<file path="src/rtl/linear_array_queue_with_search_core_assert.svh">
// Assertion macros used by the queue-with-search controller RTL.
`ifndef LINEAR_ARRAY_QUEUE_WITH_SEARCH_CORE_ASSERT_SVH
`define LINEAR_ARRAY_QUEUE_WITH_SEARCH_CORE_ASSERT_SVH

// Same-cycle implication, checked outside reset.
`define LAQS_ASSERT_NOW(label, ante, cons, msg) \
    label: assert property (@(posedge clk) disable iff (!rst_n) (ante) |-> (cons)) \
        else $error(msg);

// Next-cycle implication, checked outside reset.
`define LAQS_ASSERT_NEXT(label, ante, cons, msg) \
    label: assert property (@(posedge clk) disable iff (!rst_n) (ante) |=> (cons)) \
        else $error(msg);

`endif

</file>
<file path="src/rtl/laqs_pkg.sv">
// Package for the linear array queue with search: sizes, codes, payload and control types.
package laqs_pkg;

    localparam int DEPTH  = 128;
    localparam int IDX_W  = $clog2(DEPTH);
    localparam int CNT_W  = $clog2(DEPTH + 1);
    localparam int DATA_W = 32;
    localparam int POS_W  = 7;

    localparam logic [1:0] KIND_ENQ  = 2'd0;
    localparam logic [1:0] KIND_DEQ  = 2'd1;
    localparam logic [1:0] KIND_SRCH = 2'd2;

    localparam logic [1:0] ST_OK       = 2'd0;
    localparam logic [1:0] ST_FULL     = 2'd1;
    localparam logic [1:0] ST_EMPTY    = 2'd2;
    localparam logic [1:0] ST_NOTFOUND = 2'd3;

    typedef struct packed {
        logic [1:0]               kind;
        logic signed [DATA_W-1:0] value;
    } req_t;

    typedef struct packed {
        logic [1:0]               status;
        logic signed [DATA_W-1:0] data;
        logic [POS_W-1:0]         position;
    } rsp_t;

    // Which result to capture into the pending result register.
    typedef enum logic [2:0] {
        RES_NONE,
        RES_OK,
        RES_FULL,
        RES_EMPTY,
        RES_NOTFOUND,
        RES_DATA,
        RES_POS
    } res_sel_t;

    typedef struct packed {
        logic     enq_write;
        logic     rd_head;
        logic     deq_pop;
        logic     scan_next;
        logic     out_load;
        res_sel_t res_sel;
    } cmd_t;

    typedef struct packed {
        logic full;
        logic empty;
        logic match;
        logic at_tail;
    } stat_t;

endpackage

</file>
<file path="src/rtl/laqs_ctrl.sv">
// Controller: sequences each request and drives the response handshake.
`include "linear_array_queue_with_search_core_assert.svh"

module laqs_ctrl (
    input  logic            clk,
    input  logic            rst_n,
    input  logic            req_valid,
    output logic            req_ready,
    input  logic [1:0]      req_kind,
    output logic            rsp_valid,
    input  logic            rsp_ready,
    input  laqs_pkg::stat_t stat,
    output laqs_pkg::cmd_t  cmd
);

    typedef enum logic [1:0] {
        S_IDLE,
        S_DEQ_WAIT,
        S_SRCH,
        S_DONE
    } state_t;

    state_t state_reg, state_next;
    logic   rsp_valid_reg, rsp_valid_next;
    logic   out_free;

    assign req_ready = (state_reg == S_IDLE);
    assign rsp_valid = rsp_valid_reg;
    assign out_free  = !rsp_valid_reg || rsp_ready;

    always_comb
    begin
        state_next    = state_reg;
        cmd.enq_write = 1'b0;
        cmd.rd_head   = 1'b0;
        cmd.deq_pop   = 1'b0;
        cmd.scan_next = 1'b0;
        cmd.out_load  = 1'b0;
        cmd.res_sel   = laqs_pkg::RES_NONE;
        case (state_reg)
            S_IDLE:
            begin
                if (req_valid)
                begin
                    state_next = S_DONE;
                    case (req_kind)
                        laqs_pkg::KIND_ENQ:
                        begin
                            if (stat.full)
                            begin
                                cmd.res_sel = laqs_pkg::RES_FULL;
                            end
                            else
                            begin
                                cmd.enq_write = 1'b1;
                                cmd.res_sel   = laqs_pkg::RES_OK;
                            end
                        end
                        laqs_pkg::KIND_DEQ:
                        begin
                            if (stat.empty)
                            begin
                                cmd.res_sel = laqs_pkg::RES_EMPTY;
                            end
                            else
                            begin
                                cmd.rd_head = 1'b1;
                                state_next  = S_DEQ_WAIT;
                            end
                        end
                        laqs_pkg::KIND_SRCH:
                        begin
                            if (stat.empty)
                            begin
                                cmd.res_sel = laqs_pkg::RES_NOTFOUND;
                            end
                            else
                            begin
                                cmd.rd_head = 1'b1;
                                state_next  = S_SRCH;
                            end
                        end
                        default:
                        begin
                            cmd.res_sel = laqs_pkg::RES_OK;
                        end
                    endcase
                end
            end
            S_DEQ_WAIT:
            begin
                cmd.deq_pop = 1'b1;
                cmd.res_sel = laqs_pkg::RES_DATA;
                state_next  = S_DONE;
            end
            S_SRCH:
            begin
                if (stat.match)
                begin
                    cmd.res_sel = laqs_pkg::RES_POS;
                    state_next  = S_DONE;
                end
                else if (stat.at_tail)
                begin
                    cmd.res_sel = laqs_pkg::RES_NOTFOUND;
                    state_next  = S_DONE;
                end
                else
                begin
                    cmd.scan_next = 1'b1;
                end
            end
            S_DONE:
            begin
                if (out_free)
                begin
                    cmd.out_load = 1'b1;
                    state_next   = S_IDLE;
                end
            end
            default:
            begin
                state_next = S_IDLE;
            end
        endcase
    end

    always_comb
    begin
        rsp_valid_next = rsp_valid_reg;
        if (cmd.out_load)
        begin
            rsp_valid_next = 1'b1;
        end
        else if (rsp_ready)
        begin
            rsp_valid_next = 1'b0;
        end
    end

    always_ff @(posedge clk or negedge rst_n)
    begin
        if (!rst_n)
        begin
            state_reg     <= S_IDLE;
            rsp_valid_reg <= 1'b0;
        end
        else
        begin
            state_reg     <= state_next;
            rsp_valid_reg <= rsp_valid_next;
        end
    end

    `LAQS_ASSERT_NOW(a_srch_nonempty, state_reg == S_SRCH, !stat.empty, "search on empty queue")
    `LAQS_ASSERT_NEXT(a_deq_one_cycle, state_reg == S_DEQ_WAIT, state_reg == S_DONE, "dequeue stuck")
    `LAQS_ASSERT_NEXT(a_busy_after_req, req_valid && req_ready, !req_ready, "request taken twice")
    `LAQS_ASSERT_NEXT(a_load_sets_valid, cmd.out_load, rsp_valid, "response lost")

endmodule

</file>
<file path="config.mk">
export PLATFORM = sky130hd
export DESIGN_NAME = laqs_ctrl
export DESIGN_NICKNAME = d
export VERILOG_FILES = /design/src/rtl/laqs_pkg.sv /design/src/rtl/laqs_ctrl.sv
export VERILOG_INCLUDE_DIRS = /design/src /design/src/rtl
export SDC_FILE = /design/constraint.sdc
export NUM_CORES = 1
export LEC_CHECK = 0
export BUFFER_PORTS_ARGS = -buffer_cell sky130_fd_sc_hd__buf_2
export CORE_AREA = 4 4 41 43
export CTS_BUF_LIST = sky130_fd_sc_hd__clkbuf_4 sky130_fd_sc_hd__clkbuf_8
export CTS_CLUSTER_DIAMETER = 60
export CTS_CLUSTER_SIZE = 8
export DETAILED_ROUTE_END_ITERATION = 16
export DIE_AREA = 0 0 45 47
export SLEW_MARGIN = 0
export SYNTH_ARGS = -nofsm -noshare
export SYNTH_HDL_FRONTEND = slang
export SYNTH_SLANG_ARGS = --single-unit
</file>
<file path="constraint.sdc">
create_clock -name clk -period 3 [get_ports clk]
set_input_delay 0.45 -clock clk [delete_from_list [all_inputs] [get_ports clk]]
set_output_delay 0.45 -clock clk [all_outputs]
set_load 0.005 [all_outputs]
</file>
==> results of run 1 <==
cells by family (layout without fill, tap and decap cells):
family / Yosys count / count (layout)
adder cells (fa/ha/maj): 9 / 9
buffers and inverters: 10 / 32
AO/OA/AOI/OAI: 9 / 9
multiplexers: 2 / 2
AND/OR/NAND/NOR: 15 / 15
flip-flops: 3 / 3
cell usage in the layout (no fill, tap or decap), drive strengths merged, types with 2 or more instances in the layout:
cell,synthesis,layout
nand2,5,5
dfrtp,3,3
ha,9,9
buf,1,19
clkbuf,0,4
inv,9,9
a41oi,2,2
nand2b,2,2
mux2,2,2
nor2,2,2
nor3b,2,2
stage by stage:
stage | worst slack, ns | hold slack, ns | cells | power (mW)
final | 0.803 | 0.00345 | 85 | 0.421
after detailed placement | 1.04 | 0.248 | 81 | 0.344
after global placement | 1.09 | 0.247 | 81 | 0.344
after CTS | 0.793 | 0.00273 | 85 | 0.426
after global routing | 0.696 | 0.00319 | 85 | 0.465
after floorplan | 1.20 | 0.154 | 48 | 0.264
metal layers:
metal | up-vias | GRT usage
met3 | 0 | 0.0192
li1 | 206 | -
met2 | 14 | 0.144
met1 | 177 | 0.100
met5 | - | 0
met4 | 0 | 0.0351
area by class of cell:
class / instances / area [sq um] / share of cell area
multi-input cells: 35 / 289 / 0.533
inverters: 9 / 33.8 / 0.0624
repair buffers: 19 / 95.1 / 0.176
flip-flops and latches: 3 / 75.1 / 0.139
clock buffers: 4 / 30.0 / 0.0554
well taps: 15 / 18.8 / 0.0346
how the worst min path moves through the flow:
stage	to	slack [ns]	depth (start not counted)
global placement	rsp_valid$_DFFE_PN0P_	0.25	1
detailed placement	rsp_valid$_DFFE_PN0P_	0.25	1
global route	state_reg[1]$_DFFE_PN0P_	0.003	1
CTS	rsp_valid$_DFFE_PN0P_	0.003	1
floorplan	rsp_valid$_DFFE_PN0P_	0.15	0
finish	rsp_valid$_DFFE_PN0P_	0.003	1
report_power, final:
group / internal [mW] / total, mW / leakage [nW] / switching [mW]
Sequential: 0.0637 / 0.0844 / 0.0345 / 0.0207
Clock: 0.0588 / 0.0794 / 0.0184 / 0.0206
Combinational: 0.133 / 0.257 / 0.249 / 0.124
worst reg2reg max path: stages, from the launching register on:
cell and delay [ns]:
dfrtp_1 0.42, inv_1 0.11, ha_1 0.24, nor3b_2 0.17, a221o_1 0.31, mux2_1 0.32
==> results.md, run 1 <==
- R2r setup slk: 1.32 ns
- CP Cell Sequence: inv_1 > ha_1 > nand2_1 > or3_1 > a31oi_1 > buf_2
- Fin util: 0.416
- HP Class: primary input to async pin
- Area growth from synthesis to layout: 33.6%
- Post-CTS setup buffer count: 0
- Relative slew slack: 0.853
- # H-tree levels: 1
- Core Rows: 13
- Yosys reg bits: 3
- Max Cap Viol: 0
- DP HPWL: 775 um
- Critical path endpoint: cmd[2]
- Worst-path fanout max: 6
- Maximum vdd drop: 324 uV
- Critical path startpoint category: flip-flop
- Top_reg_cell synth: dfrtp_1
- Final period util: 0.732
- R2r worst-path depth: 5
- Clock skew: 0.00306 ns
- CTS tree: built
- Initial antenna violation count: 0
- Worst-margin pin slew: 0.219 ns
- # nets final: 90
- Fillers: 138
- Most frequent cells after synthesis: 9 x ha_1, 9 x inv_1, 5 x nand2_1
- Share of layout cells above drive strength 1: 0.343
- Mapped Nets: 67
- Die ar.: 2120 sq um
- WL per Instance: 10.3 um
- Max Clock Freq: 455 MHz
- Status: finished clean
- Post-DP Area: 512 sq um
- EDFF count, synth: 0
- CTS clk-pin slew, worst paths: 0.04 ns
- Final setup fails: 0
- Xor/xnor cell area share of the yosys netlist: 0
- Slowest stage delay, CP: 0.42 ns
- Critical Path AT: 1.75 ns
- Buffers & Inverters on Critical Path: 2
- Design area: 542 sq um
- Via/cell ratio: 4.67
- Max FFs per register: 2
- CP Launch Point: state_reg[0]$_DFFE_PN0P_
- Synth Area in Compound Gates: 0.170
- DRC violations left: 0
- Vias in the first global route: 350
- Post-Synth Simple-Gate Area: 0.210
- Post-synth top area share: 0.278
- Initial Util: 0.312
- Critical Path RT: 2.55 ns
- Seq/Total Area, Yosys: 0.185
- CTS Buf Count: 3
- Largest family of logic cells by synthesized area: adder cells
- R2R Path Start: state_reg[0]$_DFFE_PN0P_
- Met3 wire length: 71 um
- Wl on met1: 388 um
- Adder-cell share of the synthesized area: 0.278
- DRT iter0 DRCs: 15
- Root buf cell: clkbuf_4
- Antenna diodes: 0
- DRT antenna net count: 0
- GP Congestion: 0.637
- Worst path depth: 6
- Syn Inst Count: 48
- DRT Wirelength: 875 um
- CTS sink count: 3
- CP top delay family: simple AND/OR/NAND/NOR gates
- I/O pins: 20
- Count of cell types in the netlist: 22
- Minimum clock period: 2.20 ns
- FFs w/ async S/R, synth: 1.00
- Setup TNS: 0 ns
- Top layer in use: met3
- Die Span Y: 47 um
- Synth area leader: ha_1
- Worst R2R End: state_reg[0]$_DFFE_PN0P_
- Ys Warns: 0
- Pins Over Slew Limit: 0
- Avg Inst Size Synth: 8.45 sq um
- Lkg Pwr: 0.302 nW
- Grt ovf: 0
- Clock latency on the worst-skew pair: 0.23 ns
- PwrDens: 777 nW/um^2
- # resized after CTS: 0
- Via count: 397
- Ranking of synthesized cells by area: ha_1 28%, dfrtp_1 19%, inv_1 8.3%, mux2_1 5.6%, nand2_1 4.6%
- First-pass GRT wire length: 1300 um
- Mux cell area share after synthesis: 0.0556
- Initial DRT Pass Iterations: 4
- Hold Fails Final Rpt: 0
- Critical path's slowest cell: dfrtp_1
- Cts hold-fix bufs: 0
- Total GRT Usage: 0.0839
- RSZ-0062 raised after global routing: no
- I/O Buffers: 19
- Worst setup EP type: primary output
- Wire length on met2: 415 um
- Synthesized area: 405 sq um
- Core Area: 1300 sq um
- CTS Buffer Depth: 2
- Die W: 45 um
- Worst Setup Path Type: flip-flop to primary output
- Largest net degree at the start of global routing: 7
No activity file was read; power rests on OpenSTA's default activity.
==> run 2: changes to the inputs <==
--- a/config.mk
+++ b/config.mk
@@ -6,6 +6,7 @@
 export SDC_FILE = /design/constraint.sdc
 export NUM_CORES = 1
 export LEC_CHECK = 0
+export ABC_AREA = 1
 export BUFFER_PORTS_ARGS = -buffer_cell sky130_fd_sc_hd__buf_2
 export CORE_AREA = 4 4 41 43
 export CTS_BUF_LIST = sky130_fd_sc_hd__clkbuf_4 sky130_fd_sc_hd__clkbuf_8
==> constraint.sdc (replaced) <==
create_clock -name clk -period 1.9 [get_ports clk]
set_input_delay 0.285 -clock clk [delete_from_list [all_inputs] [get_ports clk]]
set_output_delay 0.285 -clock clk [all_outputs]
set_load 0.005 [all_outputs]
==> run 2 against run 1 <==
Register-to-register slack lost 0.59 ns. Routed wire length grew 9.0%. Global-route usage grew 2.5 points. Critical path depth grew 1. Design area grew 9.0%. Synthesized cell count grew 46%. Cell count grew 27%. Largest cell class unchanged.
==> results.md, run 2 <==
- Core Rows: 13
- CP Cell Sequence: inv_1 > ha_1 > nand2_2 > nor2_4 > nand3_1 > a21oi_1 > buf_2
- Critical Path AT: 1.47 ns
- Largest net degree at the start of global routing: 6
- Max Cap Viol: 0
- Post-CTS setup buffer count: 0
- Hold Fails Final Rpt: 0
- # nets final: 113
- Worst setup EP type: primary output
- Buffers & Inverters on Critical Path: 2
- # H-tree levels: 1
- Count leader, synth: nand2_1
- Top_reg_cell synth: dfrtp_1
- Post-synth top area share: 0.254
- Worst Hold Endpoint: rsp_valid$_DFFE_PN0P_
- Area growth from synthesis to layout: 33.3%
- Hold_sp: rsp_ready
- Vias in the first global route: 435
- Avg Inst Size Synth: 6.33 sq um
- DRC violations left: 0
- Seq/Total Area, Yosys: 0.169
- Die ar.: 2120 sq um
- First-pass GRT wire length: 1600 um
- Worst-margin pin slew: 0.154 ns
- CTS Buffer Depth: 2
- Minimum clock period: 1.75 ns
- Critical Path RT: 1.62 ns
- DRT iter0 DRCs: 5
- Worst R2R End: state_reg[0]$_DFFE_PN0P_
- R2R Path Start: state_reg[1]$_DFFE_PN0P_
- Slowest stage delay, CP: 0.41 ns
- Die W: 45 um
- R2r worst-path depth: 7
- CTS Buf Count: 3
- R2r setup slk: 0.73 ns
- Pins Over Slew Limit: 0
- Critical path startpoint category: flip-flop
- EDFF count, synth: 0
- Mapped Nets: 89
- Final setup fails: 0
- Share of layout cells above drive strength 1: 0.323
- Grt ovf: 0
- Via/cell ratio: 4.35
- Ranking of synthesized cells by area: ha_1 25%, nand2_1 19%, dfrtp_1 17%, inv_1 12%, nand3_1 5.6%
- Relative slew slack: 0.897
- Placed cell count: 103
- Ys Warns: 0
- Root buf cell: clkbuf_4
- I/O Buffers: 19
- DRT antenna net count: 0
- CTS sink count: 3
- Setup TNS: 0 ns
- GP Congestion: 0.703
- Fillers: 160
- HP Class: primary input to flip-flop
- Maximum vdd drop: 478 uV
- Max FFs per register: 2
- CTS clk-pin slew, worst paths: 0.04 ns
- CP top delay family: flip-flops
- Clock latency on the worst-skew pair: 0.24 ns
- DRT Wirelength: 954 um
- WL per Instance: 8.83 um
- Core Area: 1300 sq um
- Synthesized area: 443 sq um
- PwrDens: 1190 nW/um^2
- Fin cells: 108
- Worst Setup Path Type: flip-flop to primary output
- DP HPWL: 858 um
- Via count: 470
- CTS tree: built
- Count of cell types in the netlist: 13
- Final period util: 0.922
- Commonest cells after routing, fill and taps aside: 23 x nand2_1, 19 x buf_2, 13 x inv_1
- Yosys reg bits: 3
- Status: finished clean
- Most frequent cells after synthesis: 23 x nand2_1, 14 x inv_1, 9 x ha_1
- Initial antenna violation count: 0
- Worst-path fanout max: 5
- Die Span Y: 47 um
- Total GRT Usage: 0.109
- Synth area leader: ha_1
- Syn Inst Count: 70
- Hold Path Stages: 4
- Initial DRT Pass Iterations: 3
- Antenna diodes: 0
- Critical path's slowest cell: dfrtp_1
- CP Launch Point: state_reg[1]$_DFFE_PN0P_
- Max Clock Freq: 571 MHz
- RSZ-0062 raised after global routing: no
- Initial Util: 0.340
- Lkg Pwr: 0.385 nW
- I/O pins: 20
- FFs w/ async S/R, synth: 1.00
- Commonest non-fill, non-tap cell in the layout: nand2_1
- Clock skew: 0.00570 ns
-- run 2: logic make-up (layout without fill, tap and decap cells) --
family / after synthesis / in the layout / share of synthesized area
flip-flops: 3 / 3 / 0.169
AO/OA/AOI/OAI: 5 / 5 / 0.0565
buffers and inverters: 15 / 38 / 0.136
adder cells (fa/ha/maj): 9 / 9 / 0.254
AND/OR/NAND/NOR: 38 / 38 / 0.384
-- run 2: what timing repair did --
item / 4_1_cts / 5_1_grt
hold buffers: 1 / 0
gates resized for setup: 0 / 2
endpoints found under the hold margin: 3 / 0
endpoints found under the setup margin: 0 / 2
-- run 2: worst reg2reg max path, cell delays in order (launching register included) --
cell and delay [ns]:
dfrtp_1 0.39, inv_1 0.10, ha_1 0.22, nand2_1 0.10, nand2_1 0.07, nor2_2 0.11
nand2_1 0.06, nand2_1 0.06
-- run 2: area by class of cell --
cell class | instances | area [sq um] | area share
clock buffer | 4 | 30.0 | 0.0508
inverter | 14 | 52.6 | 0.0890
multi-input combinational | 52 | 308 | 0.521
sequential | 3 | 76.3 | 0.129
tap | 15 | 18.8 | 0.0318
timing repair buffer | 20 | 105 | 0.178
-- run 2: metrics by stage --
step	util	total power [mW]	hold WS [ns]	setup slack (ns)	cell area [sq um]
after detailed placement	0.422	0.573	0.0868	0.351	549
after global routing	0.454	0.800	0.329	0.000934	591
after floorplan	-	0.437	-0.0106	0.502	443
final	0.454	0.700	0.309	0.148	591
after CTS	0.453	0.710	0.308	0.0877	589
after global placement	0.422	0.569	0.0812	0.385	549
-- run 2: worst max path at each step --
| stage | to | cells after the start |
|---|---|---|
| 6_report | cmd[2] | 7 |
| 5_1_grt | cmd[2] | 7 |
| 4_1_cts | cmd[2] | 7 |
| 3_5_place_dp | cmd[2] | 7 |
| 3_3_place_gp | cmd[2] | 7 |
| 2_1_floorplan | cmd[2] | 6 |
-- run 2: report_power, final --
part	leakage (nW)	switching, mW	internal (mW)
combinational	0.331	0.243	0.189
clock	0.0184	0.0361	0.0931
sequential	0.0356	0.0375	0.101
total	0.385	0.317	0.383
-- run 2: per-layer routing --
layer	GRT usage	vias up	wire [um]
li1	-	255	-
met3	0.0383	0	66
met2	0.186	10	477
met1	0.107	205	409
met4	0.0877	0	0
met5	0	-	0
